<file path="src/sv/cecbif_pkg.sv">
// Shared types, codes and timing constants for the CEC bus engine.
`default_nettype none
package cecbif_pkg;

    typedef enum logic [4:0] {
        PH_DIS         = 5'd0,
        PH_IDLE        = 5'd1,
        PH_WAIT_FREE   = 5'd2,
        PH_TX_START_LO = 5'd3,
        PH_TX_START_HI = 5'd4,
        PH_TX_INIT_LO  = 5'd5,
        PH_TX_INIT_HI  = 5'd6,
        PH_TX_DST_LO   = 5'd7,
        PH_TX_DST_HI   = 5'd8,
        PH_TX_DAT_LO   = 5'd9,
        PH_TX_DAT_HI   = 5'd10,
        PH_TX_EOM_LO   = 5'd11,
        PH_TX_EOM_HI   = 5'd12,
        PH_TX_ACK_LO   = 5'd13,
        PH_TX_ACK_WAIT = 5'd14,
        PH_TX_ACK_SMP  = 5'd15,
        PH_RX_START_LO = 5'd16,
        PH_RX_START_HI = 5'd17,
        PH_RX_DEBOUNCE = 5'd18,
        PH_RX_INIT_LO  = 5'd19,
        PH_RX_INIT_HI  = 5'd20,
        PH_RX_DST_LO   = 5'd21,
        PH_RX_DST_HI   = 5'd22,
        PH_RX_EOM_LO   = 5'd23,
        PH_RX_EOM_HI   = 5'd24,
        PH_RX_ACK_DRV  = 5'd25,
        PH_RX_ACK_CHK  = 5'd26,
        PH_RX_ACK_DONE = 5'd27,
        PH_RX_DAT_LO   = 5'd28,
        PH_RX_DAT_HI   = 5'd29
    } phase_t;

    localparam logic [2:0] OP_TIMER = 3'd0;
    localparam logic [2:0] OP_EDGE  = 3'd1;
    localparam logic [2:0] OP_WRITE = 3'd2;
    localparam logic [2:0] OP_SEND  = 3'd3;
    localparam logic [2:0] OP_READ  = 3'd4;

    localparam logic [1:0] EDGE_NONE = 2'd0;
    localparam logic [1:0] EDGE_FALL = 2'd1;
    localparam logic [1:0] EDGE_RISE = 2'd2;

    localparam logic [1:0] EV_NONE    = 2'd0;
    localparam logic [1:0] EV_RX_DONE = 2'd1;
    localparam logic [1:0] EV_TX_OK   = 2'd2;
    localparam logic [1:0] EV_TX_FAIL = 2'd3;

    localparam int F_ACK = 0;
    localparam int F_PI  = 1;
    localparam int F_EOM = 2;
    localparam int F_NAK = 3;

    localparam logic [3:0] BCAST = 4'hf;

    typedef struct packed {
        logic [2:0]  op;
        logic [15:0] capture_ticks;
        logic        bus_level;
        logic [3:0]  byte_index;
        logic [7:0]  byte_value;
        logic [4:0]  msg_length;
    } item_t;

    typedef struct packed {
        logic        line_level;
        logic        timer_start;
        logic [13:0] timer_ticks;
        logic [1:0]  edge_select;
        logic [1:0]  event_code;
        logic        busy_error;
        logic [4:0]  rx_length;
        logic [7:0]  rx_byte;
        logic [4:0]  protocol_state;
    } result_t;

    typedef struct packed {
        logic en_wr;
        logic en;
    } cfg_cmd_t;

    function automatic logic [13:0] low_of(input logic one);
        return one ? 14'd600 : 14'd1500;
    endfunction

    function automatic logic [13:0] high_of(input logic one);
        return one ? 14'd1800 : 14'd900;
    endfunction

endpackage
`default_nettype wire

</file>
<file path="src/sv/cecbif_engine.sv">
// Protocol state, buffers and single-pass event logic of the CEC bus engine.
`default_nettype none
module cecbif_engine #(
    parameter int MSG_BYTES   = 16,
    parameter int MAX_RESENDS = 5
) (
    input  wire logic                aclk,
    input  wire logic                aresetn,
    input  wire logic                step,
    input  wire cecbif_pkg::item_t   item,
    input  wire cecbif_pkg::cfg_cmd_t cfg,
    input  wire logic [7:0]          own_address,
    output cecbif_pkg::result_t      result
);
    import cecbif_pkg::*;

    localparam int AW = (MSG_BYTES > 1) ? $clog2(MSG_BYTES) : 1;
    localparam logic [4:0] NB = 5'(MSG_BYTES);
    localparam logic [2:0] NR = 3'(MAX_RESENDS);

    phase_t      phase_reg, ph;
    logic [7:0]  txbuf_reg [MSG_BYTES];
    logic [7:0]  rxbuf_reg [MSG_BYTES];
    logic [7:0]  rxbuf_next [MSG_BYTES];
    logic [4:0]  txlen_reg, txlen;
    logic [2:0]  txbit_reg, txbit;
    logic [4:0]  txbyte_reg, txbyte;
    logic [2:0]  rxbit_reg, rxbit;
    logic [4:0]  rxbyte_reg, rxbyte;
    logic [2:0]  rcnt_reg, rcnt;
    logic [3:0]  flags_reg, flags;
    logic [15:0] lowt_reg, lowt;
    logic [1:0]  dh_reg, dh;
    logic        line_reg, line;

    logic        tx_wr;
    logic        go;
    phase_t      tgt;
    logic        start;
    logic [1:0]  edge_sel;
    logic [13:0] ticks;
    logic [1:0]  evt;
    logic        busy;
    logic [7:0]  rbyte;
    logic        b;
    logic        tb;
    logic        eom;
    logic        zl, ol;
    logic [16:0] d;
    logic [15:0] t;
    logic        clear_rx;

    always_comb begin
        ph = phase_reg;
        txlen = txlen_reg;
        txbit = txbit_reg;
        txbyte = txbyte_reg;
        rxbit = rxbit_reg;
        rxbyte = rxbyte_reg;
        rcnt = rcnt_reg;
        flags = flags_reg;
        lowt = lowt_reg;
        dh = dh_reg;
        line = line_reg;
        rxbuf_next = rxbuf_reg;
        tx_wr = 1'b0;
        go = 1'b0;
        tgt = PH_IDLE;
        start = 1'b0;
        edge_sel = EDGE_NONE;
        ticks = '0;
        evt = EV_NONE;
        busy = 1'b0;
        rbyte = '0;
        b = 1'b0;
        tb = 1'b0;
        eom = 1'b0;
        clear_rx = 1'b0;
        t = item.capture_ticks;
        zl = (t >= 16'd1200) && (t <= 16'd1800);
        ol = (t >= 16'd300) && (t <= 16'd900);
        d = {1'b0, lowt_reg} + {1'b0, t};

        if (cfg.en_wr) begin
            if (cfg.en && phase_reg == PH_DIS) begin
                go = 1'b1;
                tgt = PH_IDLE;
            end else if (!cfg.en && phase_reg != PH_DIS) begin
                go = 1'b1;
                tgt = PH_DIS;
            end
        end else if (step) begin
            case (item.op)
                OP_TIMER: begin
                    case (phase_reg)
                        PH_DIS, PH_IDLE: ;
                        PH_TX_INIT_HI, PH_TX_DST_HI, PH_TX_DAT_HI: begin
                            txbit = txbit + 3'd1;
                            if (txbit == 3'd0 && txbyte < NB) begin
                                txbyte = txbyte + 5'd1;
                            end
                            go = 1'b1;
                            if (phase_reg == PH_TX_INIT_HI) begin
                                tgt = (txbit == 3'd4) ? PH_TX_DST_LO : PH_TX_INIT_LO;
                            end else if (phase_reg == PH_TX_DST_HI) begin
                                tgt = (txbyte == 5'd1) ? PH_TX_EOM_LO : PH_TX_DST_LO;
                            end else begin
                                tgt = (txbit == 3'd0) ? PH_TX_EOM_LO : PH_TX_DAT_LO;
                            end
                        end
                        PH_TX_ACK_SMP: begin
                            go = 1'b1;
                            if (flags[F_ACK]) begin
                                if (!(txbit == 3'd0 && txbyte == txlen)) begin
                                    tgt = PH_TX_DAT_LO;
                                end else begin
                                    txlen = '0;
                                    rcnt = '0;
                                    tgt = PH_IDLE;
                                    evt = EV_TX_OK;
                                end
                            end else if (rcnt < NR) begin
                                rcnt = rcnt + 3'd1;
                                tgt = PH_WAIT_FREE;
                            end else begin
                                txlen = '0;
                                rcnt = '0;
                                tgt = PH_IDLE;
                                evt = EV_TX_FAIL;
                            end
                        end
                        PH_WAIT_FREE, PH_TX_START_LO, PH_TX_START_HI, PH_TX_INIT_LO,
                        PH_TX_DST_LO, PH_TX_DAT_LO, PH_TX_EOM_LO, PH_TX_EOM_HI,
                        PH_TX_ACK_LO, PH_TX_ACK_WAIT, PH_RX_ACK_DRV: begin
                            go = 1'b1;
                            tgt = phase_t'(phase_reg + 5'd1);
                        end
                        PH_RX_ACK_CHK: begin
                            go = 1'b1;
                            tgt = flags[F_NAK] ? PH_IDLE : PH_RX_ACK_DONE;
                        end
                        default: begin
                            go = 1'b1;
                            tgt = PH_IDLE;
                        end
                    endcase
                end
                OP_EDGE: begin
                    case (phase_reg)
                        PH_IDLE: begin
                            go = 1'b1;
                            tgt = PH_RX_START_LO;
                        end
                        PH_WAIT_FREE, PH_TX_START_HI, PH_TX_INIT_HI: begin
                            txbit = '0;
                            txbyte = '0;
                            go = 1'b1;
                            tgt = PH_RX_START_LO;
                        end
                        PH_RX_START_LO: begin
                            go = 1'b1;
                            if (t >= 16'd3400 && t <= 16'd4000) begin
                                lowt = t;
                                tgt = PH_RX_START_HI;
                            end else if (t < 16'd200) begin
                                tgt = PH_RX_DEBOUNCE;
                            end else begin
                                tgt = PH_IDLE;
                            end
                        end
                        PH_RX_START_HI: begin
                            go = 1'b1;
                            tgt = (d >= 17'd4200 && d <= 17'd5800) ? PH_RX_INIT_LO : PH_IDLE;
                        end
                        PH_RX_INIT_LO, PH_RX_DST_LO, PH_RX_DAT_LO: begin
                            go = 1'b1;
                            if (zl || ol) begin
                                lowt = t;
                                if (rxbyte < NB) begin
                                    rxbuf_next[rxbyte[AW-1:0]][3'd7 - rxbit] = !zl;
                                end
                                tgt = phase_t'(phase_reg + 5'd1);
                            end else begin
                                tgt = PH_IDLE;
                            end
                        end
                        PH_RX_INIT_HI, PH_RX_DST_HI, PH_RX_DAT_HI: begin
                            go = 1'b1;
                            if (d >= 17'd1950 && d <= 17'd2850) begin
                                rxbit = rxbit + 3'd1;
                                if (rxbit == 3'd0 && rxbyte < NB) begin
                                    rxbyte = rxbyte + 5'd1;
                                end
                                if (phase_reg == PH_RX_INIT_HI) begin
                                    tgt = (rxbit == 3'd4) ? PH_RX_DST_LO : PH_RX_INIT_LO;
                                end else if (rxbit == 3'd0) begin
                                    tgt = PH_RX_EOM_LO;
                                end else begin
                                    tgt = (phase_reg == PH_RX_DST_HI) ? PH_RX_DST_LO
                                                                      : PH_RX_DAT_LO;
                                end
                            end else begin
                                tgt = PH_IDLE;
                            end
                        end
                        PH_RX_EOM_LO: begin
                            go = 1'b1;
                            if (zl || ol) begin
                                lowt = t;
                                flags[F_EOM] = !zl;
                                tgt = PH_RX_EOM_HI;
                            end else begin
                                tgt = PH_IDLE;
                            end
                        end
                        PH_RX_EOM_HI: begin
                            go = 1'b1;
                            tgt = (d >= 17'd1950 && d <= 17'd2850) ? PH_RX_ACK_DRV : PH_IDLE;
                        end
                        PH_RX_ACK_DRV: begin
                            go = 1'b1;
                            tgt = PH_RX_ACK_DONE;
                        end
                        PH_RX_ACK_DONE: begin
                            go = 1'b1;
                            tgt = PH_RX_DAT_LO;
                        end
                        default: ;
                    endcase
                end
                OP_WRITE: begin
                    tx_wr = (txlen_reg == 5'd0) && ({1'b0, item.byte_index} < NB);
                end
                OP_SEND: begin
                    if (phase_reg == PH_DIS || txlen_reg != 5'd0) begin
                        busy = 1'b1;
                    end else begin
                        txlen = (item.msg_length > NB) ? NB : item.msg_length;
                        if (txlen != 5'd0 && phase_reg == PH_IDLE) begin
                            go = 1'b1;
                            tgt = PH_WAIT_FREE;
                        end
                    end
                end
                OP_READ: begin
                    if ({1'b0, item.byte_index} < NB) begin
                        rbyte = rxbuf_reg[item.byte_index[AW-1:0]];
                    end
                end
                default: ;
            endcase
        end

        if (go) begin
            if (tgt == PH_IDLE) begin
                txbit = '0;
                txbyte = '0;
                rxbit = '0;
                rxbyte = '0;
                if (txlen != 5'd0) begin
                    tgt = PH_WAIT_FREE;
                end
            end
            ph = tgt;
            tb = (txbyte < NB) ? txbuf_reg[txbyte[AW-1:0]][3'd7 - txbit] : 1'b0;
            eom = (txbit == 3'd0) && (txbyte == txlen);
            case (tgt)
                PH_DIS: begin
                    line = 1'b1;
                    clear_rx = 1'b1;
                    txlen = '0;
                    txbit = '0;
                    txbyte = '0;
                    rxbit = '0;
                    rxbyte = '0;
                    rcnt = '0;
                    flags = '0;
                    dh = '0;
                    lowt = '0;
                end
                PH_IDLE: begin
                    line = 1'b1;
                    start = 1'b1;
                    edge_sel = EDGE_FALL;
                end
                PH_WAIT_FREE: begin
                    line = 1'b1;
                    start = 1'b1;
                    edge_sel = EDGE_FALL;
                    ticks = (rcnt != 3'd0) ? 14'd4800 : (flags[F_PI] ? 14'd14400 : 14'd9600);
                end
                PH_TX_START_LO: begin
                    flags[F_PI] = 1'b1;
                    txbit = '0;
                    txbyte = '0;
                    line = 1'b0;
                    start = 1'b1;
                    ticks = 14'd3700;
                end
                PH_TX_START_HI: begin
                    line = 1'b1;
                    start = 1'b1;
                    edge_sel = EDGE_FALL;
                    ticks = 14'd800;
                end
                PH_TX_INIT_LO, PH_TX_DST_LO, PH_TX_DAT_LO: begin
                    line = 1'b0;
                    start = 1'b1;
                    ticks = low_of(tb);
                end
                PH_TX_INIT_HI: begin
                    line = 1'b1;
                    start = 1'b1;
                    edge_sel = EDGE_FALL;
                    ticks = high_of(tb);
                end
                PH_TX_DST_HI, PH_TX_DAT_HI: begin
                    line = 1'b1;
                    start = 1'b1;
                    ticks = high_of(tb);
                end
                PH_TX_EOM_LO: begin
                    line = 1'b0;
                    start = 1'b1;
                    ticks = low_of(eom);
                end
                PH_TX_EOM_HI: begin
                    line = 1'b1;
                    start = 1'b1;
                    ticks = high_of(eom);
                end
                PH_TX_ACK_LO: begin
                    line = 1'b0;
                    start = 1'b1;
                    ticks = 14'd600;
                end
                PH_TX_ACK_WAIT: begin
                    line = 1'b1;
                    start = 1'b1;
                    ticks = 14'd450;
                end
                PH_TX_ACK_SMP: begin
                    b = !item.bus_level ^ (txbuf_reg[0][3:0] == BCAST);
                    flags[F_ACK] = b;
                    start = 1'b1;
                    ticks = 14'd1350;
                end
                PH_RX_START_LO: begin
                    flags[F_PI] = 1'b0;
                    start = 1'b1;
                    edge_sel = EDGE_RISE;
                    ticks = 14'd4000;
                end
                PH_RX_START_HI: begin
                    dh = '0;
                    start = 1'b1;
                    edge_sel = EDGE_FALL;
                    ticks = 14'd2300;
                end
                PH_RX_DEBOUNCE: begin
                    start = 1'b1;
                    if (dh == 2'd3) begin
                        ticks = 14'd500;
                    end else begin
                        ticks = 14'd100;
                        dh = dh + 2'd1;
                    end
                end
                PH_RX_INIT_LO, PH_RX_DST_LO, PH_RX_EOM_LO, PH_RX_DAT_LO: begin
                    start = 1'b1;
                    edge_sel = EDGE_RISE;
                    ticks = 14'd1800;
                end
                PH_RX_INIT_HI, PH_RX_DST_HI, PH_RX_EOM_HI, PH_RX_DAT_HI: begin
                    start = 1'b1;
                    edge_sel = EDGE_FALL;
                    ticks = 14'd2450;
                end
                PH_RX_ACK_DRV: begin
                    if ({4'd0, rxbuf_next[0][3:0]} == own_address) begin
                        line = 1'b0;
                    end
                    start = 1'b1;
                    ticks = 14'd1050;
                end
                PH_RX_ACK_CHK: begin
                    flags[F_NAK] = (rxbuf_next[0][3:0] == BCAST) && !item.bus_level;
                    start = 1'b1;
                    ticks = 14'd450;
                end
                PH_RX_ACK_DONE: begin
                    line = 1'b1;
                    start = 1'b1;
                    if (flags[F_EOM] || rxbyte >= NB) begin
                        if ({4'd0, rxbuf_next[0][3:0]} == own_address
                            || rxbuf_next[0][3:0] == BCAST) begin
                            evt = EV_RX_DONE;
                        end
                        ticks = 14'd900;
                    end else begin
                        edge_sel = EDGE_FALL;
                        ticks = 14'd2450;
                    end
                end
                default: ;
            endcase
        end

        result.line_level = line;
        result.timer_start = start;
        result.timer_ticks = start ? ticks : 14'd0;
        result.edge_select = start ? edge_sel : EDGE_NONE;
        result.event_code = evt;
        result.busy_error = busy;
        result.rx_length = rxbyte;
        result.rx_byte = rbyte;
        result.protocol_state = ph;
    end

    always_ff @(posedge aclk) begin
        if (!aresetn) begin
            phase_reg <= PH_DIS;
            txlen_reg <= '0;
            txbit_reg <= '0;
            txbyte_reg <= '0;
            rxbit_reg <= '0;
            rxbyte_reg <= '0;
            rcnt_reg <= '0;
            flags_reg <= '0;
            lowt_reg <= '0;
            dh_reg <= '0;
            line_reg <= 1'b1;
            for (int i = 0; i < MSG_BYTES; i++) begin
                rxbuf_reg[i] <= '0;
            end
        end else if (step || cfg.en_wr) begin
            phase_reg <= ph;
            txlen_reg <= txlen;
            txbit_reg <= txbit;
            txbyte_reg <= txbyte;
            rxbit_reg <= rxbit;
            rxbyte_reg <= rxbyte;
            rcnt_reg <= rcnt;
            flags_reg <= flags;
            lowt_reg <= lowt;
            dh_reg <= dh;
            line_reg <= line;
            for (int i = 0; i < MSG_BYTES; i++) begin
                rxbuf_reg[i] <= clear_rx ? 8'd0 : rxbuf_next[i];
            end
        end
    end

    // disabling the bus empties the transmit buffer as well
    always_ff @(posedge aclk) begin
        if (clear_rx) begin
            for (int i = 0; i < MSG_BYTES; i++) begin
                txbuf_reg[i] <= '0;
            end
        end else if (tx_wr) begin
            txbuf_reg[item.byte_index[AW-1:0]] <= item.byte_value;
        end
    end

endmodule
`default_nettype wire

</file>
<file path="src/sv/cec_bus_initiator_follower_unit.sv">
// Top level of the CEC bus engine: stream ports, APB registers, request and result stages.
`default_nettype none
// Each request is taken into an input register, processed against the protocol state in
// one pass and placed in a result register, so a request can be accepted every clock;
// only a stalled result register or a register write in progress holds back input.
// Requests are events on the wire (timer expiry, captured edge) or buffer accesses.
// Registers: 0x0 bus_enable, 0x4 own_address. Write configuration only while idle.
module cec_bus_initiator_follower_unit #(
    parameter int MSG_BYTES   = 16,
    parameter int MAX_RESENDS = 5
) (
    input  wire logic        aclk,
    input  wire logic        aresetn,
    input  wire logic        s_tvalid,
    output logic             s_tready,
    // op[2:0], capture_ticks[18:3], bus_level[19], byte_index[23:20],
    // byte_value[31:24], msg_length[36:32], zero[39:37]
    input  wire logic [39:0] s_tdata,
    output logic             m_tvalid,
    input  wire logic        m_tready,
    // line_level[0], timer_start[1], timer_ticks[15:2], edge_select[17:16],
    // event_code[19:18], busy_error[20], rx_length[25:21], rx_byte[33:26],
    // protocol_state[38:34], zero[39]
    output logic [39:0]      m_tdata,
    input  wire logic        psel,
    input  wire logic        penable,
    input  wire logic        pwrite,
    input  wire logic [2:0]  paddr,
    input  wire logic [31:0] pwdata,
    output logic [31:0]      prdata,
    output logic             pready
);
    import cecbif_pkg::*;

    item_t    in_reg;
    logic     in_valid_reg;
    result_t  out_reg;
    logic     out_valid_reg;
    result_t  res;
    logic     en_reg;
    logic [7:0] own_reg;
    logic     cfg_wr;
    logic     advance;
    cfg_cmd_t cfg;

    assign pready = 1'b1;
    assign cfg_wr = psel && penable && pwrite;
    assign cfg.en_wr = cfg_wr && !paddr[2];
    assign cfg.en = pwdata[0];
    assign prdata = paddr[2] ? {24'd0, own_reg} : {31'd0, en_reg};

    assign advance = in_valid_reg && (!out_valid_reg || m_tready) && !cfg_wr;
    assign s_tready = !in_valid_reg || advance;

    always_ff @(posedge aclk) begin
        if (!aresetn) begin
            en_reg <= 1'b0;
            own_reg <= 8'hff;
        end else if (cfg_wr) begin
            if (paddr[2]) begin
                own_reg <= pwdata[7:0];
            end else begin
                en_reg <= pwdata[0];
            end
        end
    end

    always_ff @(posedge aclk) begin
        if (!aresetn) begin
            in_valid_reg <= 1'b0;
        end else if (s_tready) begin
            in_valid_reg <= s_tvalid;
        end
    end

    always_ff @(posedge aclk) begin
        if (s_tvalid && s_tready) begin
            in_reg <= item_t'({s_tdata[2:0], s_tdata[18:3], s_tdata[19], s_tdata[23:20],
                               s_tdata[31:24], s_tdata[36:32]});
        end
    end

    always_ff @(posedge aclk) begin
        if (!aresetn) begin
            out_valid_reg <= 1'b0;
        end else if (advance) begin
            out_valid_reg <= 1'b1;
        end else if (m_tready) begin
            out_valid_reg <= 1'b0;
        end
    end

    always_ff @(posedge aclk) begin
        if (advance) begin
            out_reg <= res;
        end
    end

    cecbif_engine #(
        .MSG_BYTES   (MSG_BYTES),
        .MAX_RESENDS (MAX_RESENDS)
    ) u_engine (
        .aclk        (aclk),
        .aresetn     (aresetn),
        .step        (advance),
        .item        (in_reg),
        .cfg         (cfg),
        .own_address (own_reg),
        .result      (res)
    );

    assign m_tvalid = out_valid_reg;
    assign m_tdata = {1'b0, out_reg.protocol_state, out_reg.rx_byte, out_reg.rx_length,
                      out_reg.busy_error, out_reg.event_code, out_reg.edge_select,
                      out_reg.timer_ticks, out_reg.timer_start, out_reg.line_level};

endmodule
`default_nettype wire

</file>
<file path="config.mk">
export PLATFORM = sky130hd
export DESIGN_NAME = cec_bus_initiator_follower_unit
export DESIGN_NICKNAME = d
export VERILOG_FILES = /design/src/sv/cecbif_pkg.sv /design/src/sv/cecbif_engine.sv /design/src/sv/cec_bus_initiator_follower_unit.sv
export SDC_FILE = /design/constraint.sdc
export NUM_CORES = 1
export LEC_CHECK = 0
export BUFFER_PORTS_ARGS = -buffer_cell sky130_fd_sc_hd__buf_2
export CAP_MARGIN = 20
export CORE_MARGIN = 5
export CORE_UTILIZATION = 40
export CTS_CLUSTER_SIZE = 24
export DETAILED_ROUTE_END_ITERATION = 7
export PLACE_DENSITY = 0.6
export SLEW_MARGIN = 20
export SYNTH_ARGS = -nofsm -noshare
export SYNTH_HDL_FRONTEND = slang
export SYNTH_SLANG_ARGS = --single-unit
</file>
<file path="constraint.sdc">
create_clock -name aclk -period 5.9 [get_ports aclk]
set_clock_uncertainty 0.15 [all_clocks]
set_input_delay 0.295 -clock aclk [delete_from_list [all_inputs] [get_ports aclk]]
set_output_delay 0.295 -clock aclk [all_outputs]
set_load 0.05 [all_outputs]
</file>
==> results.cfg, run 1 <==
[global_routing]
grt.overflow.total = 0
grt_first_pass_wirelength_um = 100000
antenna_found_initial = 1
track_usage_pct = 20.9
grt_pass1_vias = 17135
grt_max_degree = 94

[timing]
worstMarginPinSlew_ns = 0.992
slew_headroom_pct = 33.9
fin_ws_ns = 0.307
post-route-period-util_pct = 94.8
fmax_mhz = 179
finalHoldViolCount = 0
setup_violations = 0
period_needed_ns = 5.59
drv_slew = 0
rsz0062_at_grt = no
tns_ns = 0

[route]
viasPerCell = 5.82
vias = 17740
avgRoutedWirePerCell_um = 20.9
dr.pass1.iters = 7
final_antenna_net_count = 0
wirelength_um = 63600
drt_iter0_drc = 1656
drc = 0

[cts]
path_clk_slew_ns = 0.06
cts_buffers = 44
cts_root_buffer = clkbuf_16
cts_sinks = 394
h-tree-depth = 2
clk_latency_ns = 0.61
cts_buffer_depth = 3
cts_tree = done

[worst_hold_path]
min_path_type = in -> reg
hold_start = aresetn
hold_path_depth = 3

[logic_synthesis]
synth-compound-area-share_pct = 20.0
synth_top_family_by_area = compound AO/OA/AOI/OAI gates
synth_area_mm2 = 0.0215
synthXorXnorAreaFrac_pct = 1.22
synth_area_per_cell_um2 = 9.74
synthDistinctLibCells = 94
synth_edf_count = 203
syn_inst = 2207
synth-simple-area-share_pct = 19.1
synth_top_cell_by_area = edfxtp_1
ys_ff_latch = 394
netlist.area_leader.share_pct = 28.3
yosys-top-cells-area = edfxtp_1 (28%), dfxtp_1 (18%), and2_1 (4.9%)
yosys.area_share.adder_pct = 2.23
synth_seq_area_share_pct = 46.1
ys.flop_type = edfxtp_1
synthMuxAreaShare_pct = 6.43
synth-async-reset-ratio_pct = 0
ys_warn_count = 0

[place]
post-place-ws_ns = 0.283
gp_congestion = 0.971
dp_hpwl_um = 44500
portBuffers = 100

[setup_path]
worstSetupPathType = reg -> reg
slowest_delay_ns = 0.49
path_cells = ha_1 > a211oi_1 > o31ai_4 > o211ai_1 > mux2_1 > nor4_1 > nand2_1 > o41a_1 > a211o_1 > buf_4 > a31oi_1 > o221ai_1 > a211oi_1 > o32a_1 > o211a_1 > a31oi_1
crit_path_end_kind = register
reg2regPathDepth = 16
crit_fanout = 7
crit_path_start_kind = register
cp.required_ns = 6.04
cpMaxStageDelayCell = o41a_1
arrival_ns = 5.74
crit_start = in_reg[19]
reg2reg_from = in_reg[19]

[die]
fp.dieH_um = 242
io_pins = 157
die_x_um = 242
rows = 85
fp.dieArea_mm2 = 0.0585
start_util_pct = 40.2
coreArea_mm2 = 0.0535

[finish]
syn2layout_area_growth_pct = 15.5
drive_above_1_share_pct = 14.9
nets = 2432

[run]
maxCapViolations = 0

[power_and_ir_drop]
peakVddDrop_mv = 0.228
leakage_nw = 8.84
p_total_mw = 6.15
powerDensity_mw_per_mm2 = 248

[run_status]
status = complete, no violations
## synth_stat cells (13+ instances only)
cell type	instances
nand4_1	20
and3_1	29
buf_4	29
buf_2	17
o211ai_1	13
dfxtp_1	191
o31ai_1	15
a311oi_1	93
nand3_1	87
nand2_1	176
nor2_1	122
edfxtp_1	203
inv_1	40
or3_1	21
a22oi_1	30
and2_1	170
clkbuf_1	143
ha_1	36
xnor2_1	16
a21o_1	15
o21ai_0	117
nor3_1	30
a31oi_1	31
nand2b_1	20
nor4_1	17
a21oi_1	189
nor2b_1	49
mux4_2	46
mux2i_1	28
xor2_1	14
a211oi_1	15
## kinds of logic (layout without fill, tap and decap cells)
kind of cell | after synthesis | in the layout
other | 2 | 28
XOR/XNOR | 30 | 30
adder cells (fa/ha/maj) | 38 | 38
multiplexers | 80 | 80
flip-flops | 394 | 394
AND/OR/NAND/NOR | 787 | 787
buffers and inverters | 240 | 357
AO/OA/AOI/OAI | 636 | 636
## stage by stage
stage	area [um^2]	cells	hold WS, ns	util (%)
floorplan	21600	2232	0.244	-
global placement	22900	2917	0.302	42.7
global route	24800	3046	0.143	46.4
detailed placement	22900	2917	0.315	42.7
finish	24800	3046	0.119	46.4
CTS	24800	3045	0.120	46.4
## what timing repair did
action,in CTS,in global routing
endpoints found under the hold margin,47,0
setup endpoints to repair,0,12
hold buffers,46,0
gates resized for setup,0,5
setup buffers,0,0
## worst max-delay path: cells and delay by family (launching register included)
kind / cells / cell delay [ns]
compound gates: 11 / 3.27
simple gates: 2 / 0.57
flops: 1 / 0.46
mux: 1 / 0.35
buf+inv: 1 / 0.18
fa+ha+maj: 1 / 0.33
## layout make-up
cell class | count | area [um^2]
clock buffers | 56 | 1200
repair buffers | 234 | 1680
clock inverters | 26 | 284
inverters | 41 | 154
fillers | 5020 | 28700
diodes | 1 | 2.50
multi-input cells | 1598 | 10700
flip-flops and latches | 394 | 9920
well taps | 696 | 871
## layer usage
layer / routed length (um) / GRT usage, % / share of wire, %
met4: 1470 / 5.57 / 2.3
met5: 0 / 0 / 0
met1: 29000 / 29.8 / 46
met2: 29200 / 33.8 / 46
met3: 3920 / 2.98 / 6.2
## where the power goes
part / internal, mW / switching, mW / total [mW] / leakage, nW
sequential: 2.90 / 0.0531 / 2.96 / 3.73
clock: 1.60 / 1.19 / 2.78 / 0.718
combinational: 0.124 / 0.290 / 0.414 / 4.39
total: 4.62 / 1.53 / 6.15 / 8.84
## cell usage in the layout (no fill, tap or decap), types with 35 or more instances in the layout
| master | n |
|---|---|
| a21oi_1 | 186 |
| a311oi_1 | 93 |
| buf_4 | 83 |
| and2_1 | 169 |
| clkbuf_16 | 46 |
| edfxtp_1 | 203 |
| nand3_1 | 87 |
| ha_1 | 35 |
| mux4_2 | 46 |
| dlygate4sd3_1 | 46 |
| inv_1 | 39 |
| o21ai_0 | 117 |
| buf_2 | 100 |
| nor2b_1 | 49 |
| dfxtp_1 | 191 |
| nor2_1 | 121 |
| nand2_1 | 175 |
## worst paths after layout
kind,to,slack (ns)
setup / recovery,m_tdata[12],0.31
hold / removal,own_reg[2],0.12
setup reg to reg,m_tdata[12],0.31
hold reg to reg,u_engine.rxbuf_reg[100],0.32
Power figures use the tool's default switching activity.
==> run 2: changes to the inputs <==
- RECOVER_POWER: unset -> 50
- SYNTH_HIERARCHICAL: unset -> 1
==> run 2 against run 1 <==
Against the previous run: the run now ends with max-capacitance violations, max-slew violations left; cell count increased by 7.2%; hold slack got worse by 0.072 ns; power increased by 0.63%; via count increased by 6.8%; count of clock-buffer cells in the layout increased by 14; non-clock buffer count decreased by 17; clock power increased by 4%; setup slack got worse by 0.058 ns; sequential share of layout area decreased by 0.94 points; cell area increased by 2.7%; sequential cell count increased by 1; largest cell class unchanged.
==> results.cfg, run 2 <==
[run_status]
status = finished with violations
violations = max-capacitance violations, max-slew violations

[route]
drc = 0
viasPerCell = 5.80
avgRoutedWirePerCell_um = 20.9
drt_iter0_drc = 1764
wirelength_um = 68400
vias = 18946
final_antenna_net_count = 0
dr.pass1.iters = 5

[cts]
path_clk_slew_ns = 0.06
cts_tree = done
cts_sinks = 395
cts_buffers = 45
h-tree-depth = 2
clk_latency_ns = 0.60
cts_root_buffer = clkbuf_16
cts_buffer_depth = 3

[finish]
nets = 2601
drive_above_1_share_pct = 11.5
final_common_cell = nand2_1
final_cell_mix = nand2_1 (294), a21oi_1 (206), edfxtp_1 (204)
fin_area_mm2 = 0.0255
syn2layout_area_growth_pct = 14.2
fin_util_pct = 46.2
diodes = 0

[timing]
worstMarginPinSlew_ns = 2.53
fin_ws_ns = 0.249
slew_headroom_pct = -68.8
period_needed_ns = 5.65
finalHoldViolCount = 0
post-route-period-util_pct = 95.8
fmax_mhz = 177
setup_violations = 0
tns_ns = 0
drv_slew = 67

[global_routing]
antenna_found_initial = 0
grt_max_degree = 125
grt_pass1_vias = 18142
grt.overflow.total = 0
grt_first_pass_wirelength_um = 105000
track_usage_pct = 21.8

[power_and_ir_drop]
peakVddDrop_mv = 0.201
powerDensity_mw_per_mm2 = 243
leakage_nw = 8.82

[logic_synthesis]
synth_area_per_cell_um2 = 9.30
synth_seq_area_share_pct = 44.5
ys_ff_latch = 395
yosys.area_share.adder_pct = 2.11
synthDistinctLibCells = 110
synth-async-reset-ratio_pct = 0
synth_edf_count = 204
ys.flop_type = edfxtp_1
yosys-top-cells-area = edfxtp_1 (27%), dfxtp_1 (17%), nand2_1 (5.0%)
synth_top_cell_by_area = edfxtp_1
synth-simple-area-share_pct = 20.4
ys_warn_count = 6
synth.most_common_cell = nand2_1
synthXorXnorAreaFrac_pct = 1.02
synthMuxAreaShare_pct = 5.47
synth-compound-area-share_pct = 21.5
synth_area_mm2 = 0.0223
syn_inst = 2401
netlist.area_leader.share_pct = 27.4
synth_top_family_by_area = compound AO/OA/AOI/OAI gates
ys_top_cells_by_count = nand2_1 (295), a21oi_1 (207), edfxtp_1 (204), dfxtp_1 (191), o21ai_0 (179)

[die]
fp.dieH_um = 246
coreArea_mm2 = 0.0552
die_x_um = 246
start_util_pct = 40.5
rows = 86
fp.dieArea_mm2 = 0.0607
io_pins = 157

[setup_path]
reg2reg_from = in_reg[18]
reg2regPathDepth = 18
regToRegSetupSlack_ns = 0.25
arrival_ns = 5.97
rr_endpoint = u_engine/txbit_reg[1]
worstSetupPathType = reg -> reg
crit_fanout = 7
crit_path_start_kind = register
cp.required_ns = 6.22
crit_path_end_kind = register
crit_start = in_reg[18]
cp-endpoint = u_engine/txbit_reg[1]

[place]
dpl_cell_area_mm2 = 0.0235
dp_hpwl_um = 46400
portBuffers = 101
post-place-ws_ns = 0.290
gp_congestion = 0.950

[worst_hold_path]
hold_path_depth = 3
min_path_type = in -> reg

[run]
maxCapViolations = 2
run 2: changes by cell type after synthesis, sizes merged, moves of 10 or more:
cell / previous run / this run
nand2: 176 / 295
mux2i: 28 / 16
clkbuf: 143 / 126
or3: 21 / 11
nor3: 31 / 47
a21boi: 8 / 135
nand3: 87 / 50
nor2b: 49 / 62
a21oi: 189 / 209
o21ai: 120 / 187
a311oi: 93 / 7
buf: 56 / 81
run 2: worst min-delay path by stage:
stage	start	endpoint	slack, ns
6_report	penable	m_tvalid	0.05
5_1_grt	penable	m_tvalid	0.05
4_1_cts	penable	m_tvalid	0.008
3_5_place_dp	en_reg	en_reg	0.31
3_3_place_gp	en_reg	en_reg	0.30
2_1_floorplan	s_tdata[32]	in_reg[0]	0.24
run 2: final cells by class:
class | instances | area, um^2
clock buffers | 70 | 1320
flip-flops and latches | 395 | 9950
fillers | 5226 | 29700
clock inverters | 13 | 195
multi-input cells | 1782 | 11500
inverters | 41 | 154
repair buffers | 217 | 1470
well taps | 748 | 936
run 2: what timing repair did:
item,4_1_cts,5_1_grt
resized for setup,0,6
hold buffers,48,0
buffers inserted,0,1
hold endpoints to repair,48,0
setup endpoints to repair,0,4
run 2: where the power goes:
part / total (mW) / leakage, nW / internal [mW] / switching (mW)
registers: 2.96 / 3.14 / 2.91 / 0.0542
clock network: 2.88 / 0.739 / 1.72 / 1.16
logic: 0.353 / 4.94 / 0.112 / 0.242
run 2: kinds of logic after synthesis:
family,count (synthesis)
XOR/XNOR,26
other,3
AND/OR/NAND/NOR,881
AO/OA/AOI/OAI,746
flip-flops,395
buffers and inverters,248
adder cells (fa/ha/maj),37
multiplexers,65
run 2: through the flow:
step	power, mW	hold slack, ns	instances
2_1_floorplan	3.25	0.244	2425
3_3_place_gp	3.35	0.302	3133
3_5_place_dp	3.35	0.307	3133
4_1_cts	6.27	0.00794	3264
5_1_grt	6.41	0.0501	3266
6_report	6.19	0.0469	3266
run 2: critical path, cell delays in order (launching register included):
cell	delay, ns
edfxtp_1	0.41
ha_1	0.19
inv_1	0.05
fa_1	0.40
nand2b_1	0.20
a211oi_2	0.33
or2_1	0.24
xnor2_1	0.24
o31ai_1	0.12
or3_1	0.35
a32o_1	0.33
a21oi_1	0.42
o21ai_1	0.35
nor3_1	0.94
nor3_1	0.15
buf_4	0.21
a21oi_1	0.19
o21ai_0	0.09
and2_1	0.16
run 2: layer usage:
| metal | share of wire, % | vias up | track usage [%] | wire [um] |
|---|---|---|---|---|
| met3 | 7.4 | 119 | 4.59 | 5050 |
| li1 | - | 8852 | - | - |
| met2 | 45 | 721 | 34.4 | 30700 |
| met1 | 45 | 9254 | 30.7 | 30900 |
| met4 | 2.5 | 0 | 5.94 | 1740 |
| met5 | 0 | - | 0 | 0 |
==> run 3: changes to the inputs <==
- CORE_UTILIZATION: 40 -> 61
- GPL_ROUTABILITY_DRIVEN: unset -> 0
- PLACE_DENSITY: 0.6 -> 0.83
==> run 3 against run 2 <==
Against the previous run: the flow finishes with violations (design-rule violations, max-capacitance violations, max-slew violations); critical path depth up 1; register-to-register slack about the same; combinational power about the same; sequential cell count unchanged; global-route usage up 8.0 points; sequential power about the same; critical endpoint is now m_tdata[4]; largest cell class unchanged; largest power group unchanged.
==> results.cfg, run 3 (synthesis gave the netlist of run 2 again) <==
[cts]
cts_buffer_depth = 3
cts_sinks = 395
cts_root_buffer = clkbuf_16
cts_buffers = 43
clk_latency_ns = 0.58
path_clk_slew_ns = 0.06
cts_tree = done
h-tree-depth = 2

[timing]
post-route-period-util_pct = 96.0
tns_ns = 0
fmax_mhz = 177
period_needed_ns = 5.66
drv_slew = 176
slew_headroom_pct = -122
finalHoldViolCount = 0
setup_violations = 0
worstMarginPinSlew_ns = 3.33

[route]
final_antenna_net_count = 0
avgRoutedWirePerCell_um = 21.1
vias = 19485
drt_iter0_drc = 2554
wirelength_um = 62500
dr.pass1.iters = 8
drc = 1
viasPerCell = 6.59

[finish]
final_common_cell = nand2_1
diodes = 0
finalNonFillerCells = 2957
syn2layout_area_growth_pct = 11.0
drive_above_1_share_pct = 10.9
nets = 2573
final_cell_mix = nand2_1 (294), a21oi_1 (206), edfxtp_1 (204)
fin_util_pct = 68.2

[setup_path]
critPathBufInv = 2
crit_path_end_kind = register
cp.required_ns = 6.16
reg2regPathDepth = 19
slowest_delay_ns = 0.55
crit_start = u_engine/phase_reg[0]
crit_fanout = 13
path_cells = inv_1 > ha_1 > nor2_1 > a311oi_1 > or2_2 > a2111oi_0 > o221ai_1 > nand3b_1 > nor4_2 > a21oi_4 > nand4_4 > buf_12 > nand2_1 > o311ai_0 > o211a_1 > nor4b_2 > and3_4 > o31a_1 > a31oi_1
arrival_ns = 5.92
regToRegSetupSlack_ns = 0.24
cp-endpoint = m_tdata[4]
crit_path_start_kind = register
cpMaxStageDelayCell = a2111oi_0
path_delay_family = compound AO/OA/AOI/OAI gates
crit_cells = 19
reg2reg_from = u_engine/phase_reg[0]
worstSetupPathType = reg -> reg
rr_endpoint = m_tdata[4]

[die]
die_x_um = 201
io_pins = 157
start_util_pct = 61.5
rows = 70
coreArea_mm2 = 0.0363
fp.dieH_um = 201
fp.dieArea_mm2 = 0.0405

[power_and_ir_drop]
leakage_nw = 8.60
p_total_mw = 5.86
peakVddDrop_mv = 0.178
powerDensity_mw_per_mm2 = 236

[place]
dp_hpwl_um = 40800
dp_cells = 2826
portBuffers = 101

[global_routing]
grt_first_pass_wirelength_um = 99700
grt_max_degree = 125
track_usage_pct = 29.8
grt.overflow.total = 0
antenna_found_initial = 2
grt_pass1_vias = 18934

[run]
maxCapViolations = 3

[worst_hold_path]
min_path_type = in -> reg

[run_status]
status = finished with violations
violations = design-rule violations, max-capacitance violations, max-slew violations
## run 3: layout make-up
cell class                 instances  area, um^2
clock inverter                    21         154
tap                              468         586
multi-input combinational       1782       11500
clock buffer                      59        1190
fill                            2694       11500
inverter                          41         154
timing repair buffer             191        1280
sequential                       395        9950
## run 3: worst min-delay path by stage
| stage | cells after the start | startpoint | endpoint | slack (ns) |
|---|---|---|---|---|
| 3_5_place_dp | 2 | u_engine/rxbuf_reg[32] | u_engine/rxbuf_reg[32] | 0.32 |
| 6_report | 3 | penable | m_tvalid | 0.06 |
| 4_1_cts | 3 | penable | m_tvalid | 0.02 |
| 5_1_grt | 3 | penable | m_tvalid | 0.05 |
| 3_3_place_gp | 2 | en_reg | en_reg | 0.29 |
| 2_1_floorplan | 0 | s_tdata[32] | in_reg[0] | 0.24 |
## run 3: stage by stage
step / hold WS [ns] / setup WS, ns / instance area, um^2
5_1_grt: 0.0541 / -0.0260 / 24800
3_3_place_gp: 0.294 / 0.253 / 23000
4_1_cts: 0.0187 / 0.147 / 24800
2_1_floorplan: 0.244 / 0.339 / 22400
3_5_place_dp: 0.316 / 0.199 / 23000
6_report: 0.0581 / 0.238 / 24800
## run 3: routing by layer
layer | up-vias | GRT usage, % | wire length (um)
met5 | - | 0 | 11
met4 | 2 | 13.4 | 3010
met3 | 236 | 7.11 | 6480
met2 | 1147 | 47.8 | 29000
met1 | 9319 | 38.8 | 24000
li1 | 8781 | - | -
## run 3: worst min-delay path, delay by kind of cell
family          cells  cell delay [ns]
simple gates        1             0.24
buf+inv             1             0.10
compound gates      1             0.10
## run 3: what timing repair did
item,CTS,global route
setup endpoints to repair,0,109
gates resized for setup,0,12
buffers inserted,0,3
hold buffers,48,0
endpoints found under the hold margin,48,0
## run 3: power breakdown
group | switching, mW | total [mW] | internal [mW]
clock network | 1.12 | 2.55 | 1.42
logic | 0.245 | 0.356 | 0.112
registers | 0.0467 | 2.96 | 2.91
total | 1.41 | 5.86 | 4.45
